File: src/rtl/mqlf_pkg.sv
package mqlf_pkg;

    localparam int NUM_QUEUES = 3;
    localparam int POOL_DEPTH = 256;

    localparam int QIDX_W = 2;
    localparam int DATA_W = 16;
    localparam int STAT_W = 2;
    localparam int PTR_W  = $clog2(POOL_DEPTH);
    localparam int CNT_W  = PTR_W + 1;
    localparam int QSEL_W = (NUM_QUEUES > 1) ? $clog2(NUM_QUEUES) : 1;
    localparam int REC_W  = 2 * DATA_W;

    localparam logic MODE_APPEND = 1'b0;
    localparam logic MODE_REMOVE = 1'b1;

    localparam logic [STAT_W-1:0] STAT_APPENDED = 2'd0;
    localparam logic [STAT_W-1:0] STAT_REMOVED  = 2'd1;
    localparam logic [STAT_W-1:0] STAT_EMPTY    = 2'd2;
    localparam logic [STAT_W-1:0] STAT_FULL     = 2'd3;

    typedef struct packed {
        logic              mode;
        logic              reject;
        logic [QSEL_W-1:0] q_sel;
        logic [DATA_W-1:0] cls;
        logic [DATA_W-1:0] grd;
    } cmd_t;

endpackage

File: src/rtl/mqlf_front.sv
module mqlf_front
    import mqlf_pkg::*;
(
    input  logic              aclk,
    input  logic              aresetn,
    input  logic              s_valid,
    output logic              s_ready,
    input  logic              s_mode,
    input  logic [QIDX_W-1:0] s_queue_index,
    input  logic [DATA_W-1:0] s_item_class,
    input  logic [DATA_W-1:0] s_item_grade,
    output logic              cmd_valid,
    input  logic              cmd_ready,
    output cmd_t              cmd
);

    cmd_t       slot_reg [2];
    logic       wr_ptr_reg, wr_ptr_next;
    logic       rd_ptr_reg, rd_ptr_next;
    logic [1:0] count_reg, count_next;
    cmd_t       in_cmd;
    logic       push;
    logic       pop;

    always_comb begin
        in_cmd.mode   = s_mode;
        in_cmd.reject = (32'(s_queue_index) >= 32'(NUM_QUEUES));
        in_cmd.q_sel  = QSEL_W'(s_queue_index);
        in_cmd.cls    = s_item_class;
        in_cmd.grd    = s_item_grade;
    end

    assign s_ready   = (count_reg != 2'd2);
    assign cmd_valid = (count_reg != 2'd0);
    assign cmd       = slot_reg[rd_ptr_reg];
    assign push      = s_valid && s_ready;
    assign pop       = cmd_valid && cmd_ready;

    always_comb begin
        wr_ptr_next = push ? ~wr_ptr_reg : wr_ptr_reg;
        rd_ptr_next = pop ? ~rd_ptr_reg : rd_ptr_reg;
        count_next  = count_reg + 2'(push) - 2'(pop);
    end

    always_ff @(posedge aclk) begin
        if (push) begin
            slot_reg[wr_ptr_reg] <= in_cmd;
        end
        if (!aresetn) begin
            wr_ptr_reg <= 1'b0;
            rd_ptr_reg <= 1'b0;
            count_reg  <= 2'd0;
        end else begin
            wr_ptr_reg <= wr_ptr_next;
            rd_ptr_reg <= rd_ptr_next;
            count_reg  <= count_next;
        end
    end

endmodule

File: config.mk
export PLATFORM = sky130hd
export DESIGN_NAME = mqlf_front
export DESIGN_NICKNAME = d
export VERILOG_FILES = /design/src/rtl/mqlf_pkg.sv /design/src/rtl/mqlf_front.sv
export SDC_FILE = /design/constraint.sdc
export NUM_CORES = 1
export LEC_CHECK = 0
export ABC_AREA = 1
export BUFFER_PORTS_ARGS = -buffer_cell sky130_fd_sc_hd__buf_2
export CORE_MARGIN = 5
export CORE_UTILIZATION = 52
export DETAILED_ROUTE_END_ITERATION = 7
export PLACE_DENSITY = 0.79
export REMOVE_ABC_BUFFERS = 1
export SETUP_SLACK_MARGIN = 0.1
export SYNTH_ARGS = -nofsm -noshare
export SYNTH_HDL_FRONTEND = slang
export SYNTH_SLANG_ARGS = --single-unit
File: constraint.sdc
create_clock -name aclk -period 3.3 [get_ports aclk]
set_input_delay 0.825 -clock aclk [delete_from_list [all_inputs] [get_ports aclk]]
set_output_delay 0.825 -clock aclk [all_outputs]
set_load 0.05 [all_outputs]
=== Word level (Yosys, flattened, before mapping) ===
Memory sizes are Yosys's and may differ from the RTL's. A register that Yosys moved wholly into a read port is not among the register bits.
Cells that the tools add are included.

* Reduce and logical (&&, ||, !) cells: 3
* Mux-type cells: 4
* Bitwise operators: 2
* Order comparisons: 1
* Add/sub/neg operators: 2
* Equal/unequal tests: 1

{| class="wikitable"
|+ Operators by type and width
! cell !! count
|-
| two-way mux 1 bit || 4
|-
| adder 2 x 1 -> 2 bit || 1
|-
| >= comparator 2 bit (second input constant) || 1
|-
| logical AND 1 bit || 2
|-
| != test 2 bit (second input constant) || 1
|-
| inverter 1 bit || 2
|-
| nonzero test 2 bit || 1
|-
| subtractor 2 x 1 -> 2 bit || 1
|}

* Register bits after elaboration: 4
* RAM bits: 72
* Memories kept: 1

{| class="wikitable"
|+ Memory list
! memory !! words !! width !! read ports !! clocked after memory_dff !! wr ports !! RTL line !! source
|-
| slot_reg || 2 || 36 || 1 || 1 || 1 || mqlf_front.sv:17 || <nowiki>cmd_t slot_reg [2];</nowiki>
|}

=== Logic depth before layout (Yosys ltp) ===
Gate-level depths: netlist (run 1).

* Depth in word-level cells: 4
* Mapped depth: 11

=== Worst setup path after synthesis (run 1) ===
No wires, ideal clock.

* Kind: flip-flop to flip-flop
* Start: register count_reg[0]
* End: memory slot_reg[1][0] (netlist bit), enable pin
* Clock period less this slack: 2.990 ns
* Stages on the path, launching flop included: 5
* Required time: 2.869 ns
* Slack: 0.310 ns
* Arrival: 2.559 ns
* Setup time: 0.431 ns
* Path through: dfxtp_1 -> inv_1 -> nand2_1 -> nand2_1 -> nor2_1

* Longest elaborated chain between the ends: 4

{| class="wikitable"
|+ RTL lines
! what !! RTL line !! source
|-
| from (decl) || mqlf_front.sv:20 || <nowiki>logic [1:0] count_reg, count_next;</nowiki>
|-
| from (signal assigned) || mqlf_front.sv:56 || <nowiki>count_reg <= count_next;</nowiki>
|-
| != test 2 bit || mqlf_front.sv:33 || <nowiki>assign s_ready = (count_reg != 2'd2);</nowiki>
|-
| via s_ready || mqlf_front.sv:7 || <nowiki>output logic s_ready,</nowiki>
|-
| logical AND 1 bit || mqlf_front.sv:36 || <nowiki>assign push = s_valid && s_ready;</nowiki>
|-
| two-way mux 1 bit || mqlf_front.sv:46 || <nowiki>if (push) begin</nowiki>
|-
| two-way mux 1 bit (not written as such) || mqlf_front.sv:47 || <nowiki>slot_reg[wr_ptr_reg] <= in_cmd;</nowiki>
|-
| to (decl) || mqlf_front.sv:17 ||
|}

The timed path passes the listed nets, and every way through them passes these cells.

==> results.sh, run 1 <==
export IMPL_mostFrequentLayoutCell="buf_2"
export IMPL_path_clk_slew_ps=70
export IMPL_drv_slew=0
export IMPL_worst_r2r_setup_slack_ps=1460
export IMPL_synthDistinctLibCells=14
export IMPL_grt_pass1_wl_um=7420
export IMPL_switching_power_mw=1.18
export IMPL_worstSetupStartpointType="flop"
export IMPL_power_density_nw_per_um2=865
export IMPL_routed_wl_um=4730
export IMPL_cap_violations=0
export IMPL_worstRegToRegCells=5
export IMPL_holdPathEnd="rd_ptr_reg"
export IMPL_root_buffer="clkbuf_8"
export IMPL_internal_power_mw=1.96
export IMPL_setup_tns_ps=0
export IMPL_syn_area_um2=2990
export IMPL_cts_repair_resized=0
export IMPL_arrival_ps=1560
export IMPL_p_leak_nw=1.47
export IMPL_die_h_um=85.9
export IMPL_required_ps=2470
export IMPL_path_class="reg -> out"
export IMPL_largest_reg_flops=72
export IMPL_p_seq_share_pct=40.9
export IMPL_drtAntennaViolNets=0
export IMPL_drt_initial_drc_count=78
export IMPL_die_x_um=85.9
export IMPL_slew_headroom_pct=55.8
export IMPL_hpwlAfterDp_um=3330
export IMPL_area_growth_pct=21.1
export IMPL_reg2reg_to="slot_reg[0][11]"
export IMPL_final_nets=278
export IMPL_ys_seq_area_share_pct=75.6
export IMPL_synth_top_area_share_pct=72.2
export IMPL_synth_largest_area_cell="edfxtp_1"
export IMPL_diodes=0
export IMPL_grt_pass1_vias=1593
export IMPL_synth_area_top_cells="edfxtp_1, mux2_4, dfxtp_1"
export IMPL_swShare_pct=37.7
export IMPL_hp_start="rd_ptr_reg"
export IMPL_io_pins=77
export IMPL_rsz0062_at_grt="false"
export IMPL_cts_sinks=77
export IMPL_crit_path_max_fanout=18
export IMPL_finClkSkew_ps=3.84
export IMPL_ir_drop_mv=0.570
export IMPL_yosys_warnings=0
export IMPL_dr_pass1_iters=4
export IMPL_period_share_pct=72.3
export IMPL_hold_violations=0
export IMPL_clockPowerShare_pct=20.7
export IMPL_power_frac_comb_pct=38.4
export IMPL_tightest_slew_ps=661
export IMPL_dieArea_um2=7380
export IMPL_cts_tree="yes"
export IMPL_fmaxAchievable_mhz=419
export IMPL_min_path_cells=2
export IMPL_drcViolationCount=0
export IMPL_avgSynthCellArea_um2=20.0
export IMPL_insertion_delay_ps=340
export IMPL_grt_usage_pct=13.6
export IMPL_final_cell_mix="buf_2, edfxtp_1, mux2_4, nand2_1, clkbuf_8"
export IMPL_grt_overflow_total=0
export IMPL_avgViaCountPerCell=4.81
export IMPL_r2r_start="count_reg[0]"
export IMPL_ys_ff_latch=77
export IMPL_numCtsBuffers=9
export IMPL_initial_core_util_pct=54.0
export IMPL_antenna_found_initial=0
export IMPL_holdCritPathClass="reg -> reg"
export IMPL_syn_inst=150
export IMPL_clk_path_buf_depth=2
export IMPL_vias=1510
export IMPL_grt_max_degree=31
export IMPL_coreArea_um2=5540
export IMPL_outcome="complete, no violations"
export IMPL_gp_congestion=0.743
export IMPL_cts_max_level=3
export IMPL_worst_setup_path_end_kind="primary output"
export IMPL_post_cts_repair_setup_buffers=0
export IMPL_setup_viol=0
export IMPL_period_needed_ps=2390
export IMPL_holdWs_ps=529
export IMPL_wl_per_cell_um=15.1
export IMPL_rows=27
export IMPL_io_buffer_count=76
export IMPL_hold_buffers=0
export IMPL_drive_gt1_share_pct=55.8
[synthesized netlist by cell type, drive strengths merged]
cell type and count:
ha 1, a21oi 1, inv 8, nand2 12, nor2 9, edfxtp 72, nand3 1, buf 4
dfxtp 5, mux2 36, xnor2 1
[final cells by class]
type,instances,area (um^2)
multi-input combinational,61,646
tap,72,90.1
inverter,8,30.0
timing repair buffer,81,418
clock inverter,5,52.6
sequential,77,2260
clock buffer,10,128
fill,398,1910
[layer usage]
layer / up-vias / part of all wire (%) / track usage (%)
met5: - / 0 / 0
met4: 0 / 2.4 / 7.77
met3: 9 / 8.3 / 4.23
met2: 64 / 46 / 21.1
met1: 708 / 43 / 17.0
li1: 729 / - / -
[metrics by stage]
step	setup slack (ps)	instance area (um^2)	power, mW	instances	util [%]
finish	914	3630	3.14	314	65.5
floorplan	310	2920	2.28	146	-
global placement	1050	3450	2.51	299	62.2
CTS	893	3630	3.17	314	65.5
global route	840	3630	3.28	314	65.5
detailed placement	998	3450	2.53	299	62.2
[critical path: stages, from the launching register on]
cell     delay, ps
dfxtp_2        320
buf_4          300
mux2_2         380
buf_2          210
[power by group through the flow]
stage	Sequential [mW]	Combinational, mW	Clock (mW)
6_report	1.28	1.21	0.649
5_1_grt	1.30	1.27	0.715
4_1_cts	1.29	1.22	0.664
3_5_place_dp	1.31	1.22	0
3_3_place_gp	1.30	1.21	0
2_1_floorplan	1.35	0.927	0
[cells by family after synthesis]
| kind of cell | synth area share, % |
|---|---|
| mux | 17.3 |
| compound gates | 0.167 |
| simple gates | 2.88 |
| fa+ha+maj | 0.418 |
| flops | 75.6 |
| xor+xnor | 0.293 |
| buf+inv | 3.38 |
[worst max path at each step]
stage,endpoint,slack (ps),from
final,cmd[32],910,flop
after global routing,cmd[34],840,flop
after CTS,cmd[1],890,flop
after detailed placement,slot_reg[0][16],1000,s_valid
after global placement,slot_reg[0][16],1050,s_valid
after floorplan,slot_reg[1][0],310,count_reg[0]
No activity file was read; power rests on OpenSTA's default activity.
==> run 2: changes to the inputs <==
--- a/config.mk
+++ b/config.mk
@@ -5,12 +5,12 @@
 export SDC_FILE = /design/constraint.sdc
 export NUM_CORES = 1
 export LEC_CHECK = 0
-export ABC_AREA = 1
+export ABC_AREA = 0
 export BUFFER_PORTS_ARGS = -buffer_cell sky130_fd_sc_hd__buf_2
 export CORE_MARGIN = 5
-export CORE_UTILIZATION = 52
+export CORE_UTILIZATION = 51
 export DETAILED_ROUTE_END_ITERATION = 7
-export PLACE_DENSITY = 0.79
+export PLACE_DENSITY = 0.78
 export REMOVE_ABC_BUFFERS = 1
 export SETUP_SLACK_MARGIN = 0.1
 export SYNTH_ARGS = -nofsm -noshare
==> constraint.sdc (replaced) <==
create_clock -name aclk -period 2.24 [get_ports aclk]
set_input_delay 0.56 -clock aclk [delete_from_list [all_inputs] [get_ports aclk]]
set_output_delay 0.56 -clock aclk [all_outputs]
set_load 0.05 [all_outputs]
==> run 2 against run 1 <==
Compared with the run above:
- core utilization rose by 0.86 points
- setup slack lost 740 ps
- cell count down 0.32%
- wire length up 1.4%
- first-iteration DRC count down 14%
- sequential power is 42% higher
- clock-buffer cell count decreased by 1
- die area decreased by 1.8%
- critical path type unchanged
- critical endpoint is now cmd[21]
- largest cell class unchanged
- highest routed layer unchanged
==> results.sh, run 2 <==
export IMPL_initial_core_util_pct=52.2
export IMPL_hpwlAfterDp_um=3340
export IMPL_synth_largest_area_cell="edfxtp_1"
export IMPL_cap_violations=0
export IMPL_setup_tns_ps=0
export IMPL_largest_reg_flops=72
export IMPL_dr_pass1_iters=4
export IMPL_wl_met2_um=2410
export IMPL_area_growth_pct=27.0
export IMPL_r2r_start="count_reg[1]"
export IMPL_synth_commonest_cells="edfxtp_1, mux2_1, dfxtp_1, nor2_1, buf_6"
export IMPL_reg2reg_to="count_reg[1]"
export IMPL_critPathBufInv=2
export IMPL_io_buffer_count=76
export IMPL_synth_edff_count=72
export IMPL_avgViaCountPerCell=4.91
export IMPL_yosys_warnings=0
export IMPL_nFillCells=395
export IMPL_ir_drop_mv=0.744
export IMPL_avgSynthCellArea_um2=20.1
export IMPL_ys_seq_area_share_pct=78.6
export IMPL_required_ps=1680
export IMPL_drcViolationCount=0
export IMPL_worst_setup_path_end_kind="primary output"
export IMPL_arrival_ps=1510
export IMPL_yosys_cell_count_top_type="edfxtp_1"
export IMPL_io_pins=77
export IMPL_top_layer_used="met4"
export IMPL_final_nets=276
export IMPL_mostFrequentLayoutCell="buf_2"
export IMPL_period_share_pct=92.4
export IMPL_cp_top_family="flip-flops"
export IMPL_slew_headroom_pct=73.1
export IMPL_worst_r2r_setup_slack_ps=580
export IMPL_wl_met1_um=2000
export IMPL_path_class="reg -> out"
export IMPL_outcome="complete, no violations"
export IMPL_power_density_nw_per_um2=1150
export IMPL_numCtsBuffers=9
export IMPL_fmaxAchievable_mhz=483
export IMPL_drive_gt1_share_pct=43.6
export IMPL_ys_ff_latch=77
export IMPL_synth_top_area_share_pct=75.2
export IMPL_hold_violations=0
export IMPL_grt_max_degree=33
export IMPL_wl_per_cell_um=15.3
export IMPL_worstRegToRegCells=6
export IMPL_rows=27
export IMPL_critPathMaxStageDelay_ps=440
export IMPL_p_leak_nw=1.41
export IMPL_dp_cells=291
export IMPL_period_needed_ps=2070
export IMPL_final_util_pct=66.3
export IMPL_die_h_um=85.1
export IMPL_drtAntennaViolNets=0
export IMPL_cts_tree="yes"
export IMPL_hold_buffers=0
export IMPL_vias=1536
export IMPL_insertion_delay_ps=330
export IMPL_final_cell_count_no_fill=313
export IMPL_final_cell_mix="buf_2, edfxtp_1, mux2_1, clkbuf_8, buf_4"
export IMPL_tightest_slew_ps=398
export IMPL_cts_sinks=77
export IMPL_finClkSkew_ps=4.11
export IMPL_grt_pass1_wl_um=7700
export IMPL_ys_async_sr_fraction_pct=0
export IMPL_antenna_found_initial=0
export IMPL_coreArea_um2=5510
export IMPL_cts_max_level=3
export IMPL_path_clk_slew_ps=70
export IMPL_met3_length_um=361
export IMPL_crit_cells=3
export IMPL_grt_usage_pct=14.0
export IMPL_crit_path_max_fanout=15
export IMPL_setup_viol=0
export IMPL_syn_area_um2=2880
export IMPL_pre_cts_ws_ps=405
export IMPL_holdCritPathClass="in -> reg"
export IMPL_syn_inst=143
export IMPL_grt_overflow_total=0
export IMPL_die_x_um=85.1
export IMPL_setup_worst_path_end="cmd[21]"
export IMPL_root_buffer="clkbuf_8"
export IMPL_synth_area_top_cells="edfxtp_1, mux2_1, dfxtp_1"
export IMPL_diodes=0
export IMPL_drt_initial_drc_count=67
export IMPL_synth_main_ff_cell="edfxtp_1"
export IMPL_dieArea_um2=7240
export IMPL_crit_slowest_cell="dfxtp_4"
export IMPL_gp_congestion=0.704
export IMPL_worstSetupStartpointType="flop"
export IMPL_grt_pass1_vias=1634
export IMPL_path_cells="buf_12 -> mux2_1 -> buf_2"
export IMPL_drv_slew=0
export IMPL_final_setup_worst_slack_ps=169
export IMPL_clk_path_buf_depth=2
export IMPL_routed_wl_um=4800
export IMPL_rsz0062_at_grt="false"
export IMPL_synthDistinctLibCells=25
## run 2: cell types whose count changed after synthesis, sizes merged, moves of 2 or more
cell and change:
nand2 -12, inv -6, nor2 -5, and2 +2, and3 +2, o21ai +2
## run 2: worst min-delay path by stage
stage	endpoint	from	cells past startpoint	slack, ps
after detailed placement	flop	rd_ptr_reg	2	490
after CTS	slot_reg[0][0]	s_item_grade[0]	1	390
final	slot_reg[1][15]	s_item_grade[15]	1	410
after global routing	slot_reg[1][15]	s_item_grade[15]	1	380
after floorplan	flop	rd_ptr_reg	2	470
after global placement	rd_ptr_reg	rd_ptr_reg	2	490
## run 2: cell type report
| class | count | area [um^2] | share of cell area (%) |
|---|---|---|---|
| clock buffers | 9 | 124 | 3.39 |
| clock inverters | 7 | 90.1 | 2.47 |
| inverters | 2 | 7.51 | 0.206 |
| multi-input cells | 60 | 569 | 15.6 |
| flip-flops and latches | 77 | 2270 | 62.0 |
| well taps | 72 | 90.1 | 2.47 |
| repair buffers | 86 | 505 | 13.8 |
## run 2: per-stage QoR
stage / cell area, um^2 / hold WS [ps] / power (mW)
detailed placement: 3390 / 495 / 3.12
finish: 3650 / 414 / 4.21
global route: 3650 / 381 / 4.40
CTS: 3610 / 393 / 4.21
global placement: 3390 / 486 / 3.09
floorplan: 2840 / 472 / 2.77
## run 2: cell families (layout without fill, tap and decap cells)
group                      Yosys count  after routing  synth area share [%]
AOI/OAI and AO/OA                    6              6                  1.52
xor gates and xnor gates             1              1                 0.305
adders and majority gates            1              1                 0.435
buffers and inverters                6            104                  1.61
DFF                                 77             77                  78.6
muxes                               36             36                  14.1
and+or+nand+nor                     16             16                  3.39
## run 2: report_power, final
group / total (mW) / internal (mW) / switching [mW]
clock: 1.09 / 0.621 / 0.471
combinational: 1.30 / 0.395 / 0.904
sequential: 1.82 / 1.75 / 0.0670
## run 2: repair_timing
action                                  in CTS  in global routing
endpoints found under the setup margin      27                 18
gates cloned                                 0                  0
resized for setup                            1                  0
buffers inserted                             0                  6
## run 2: routing by layer
layer / GRT usage (%) / vias to the layer above
met4: 5.18 / 0
met2: 23.6 / 50
li1: - / 743
met5: 0 / -
met1: 16.1 / 739
met3: 5.73 / 4
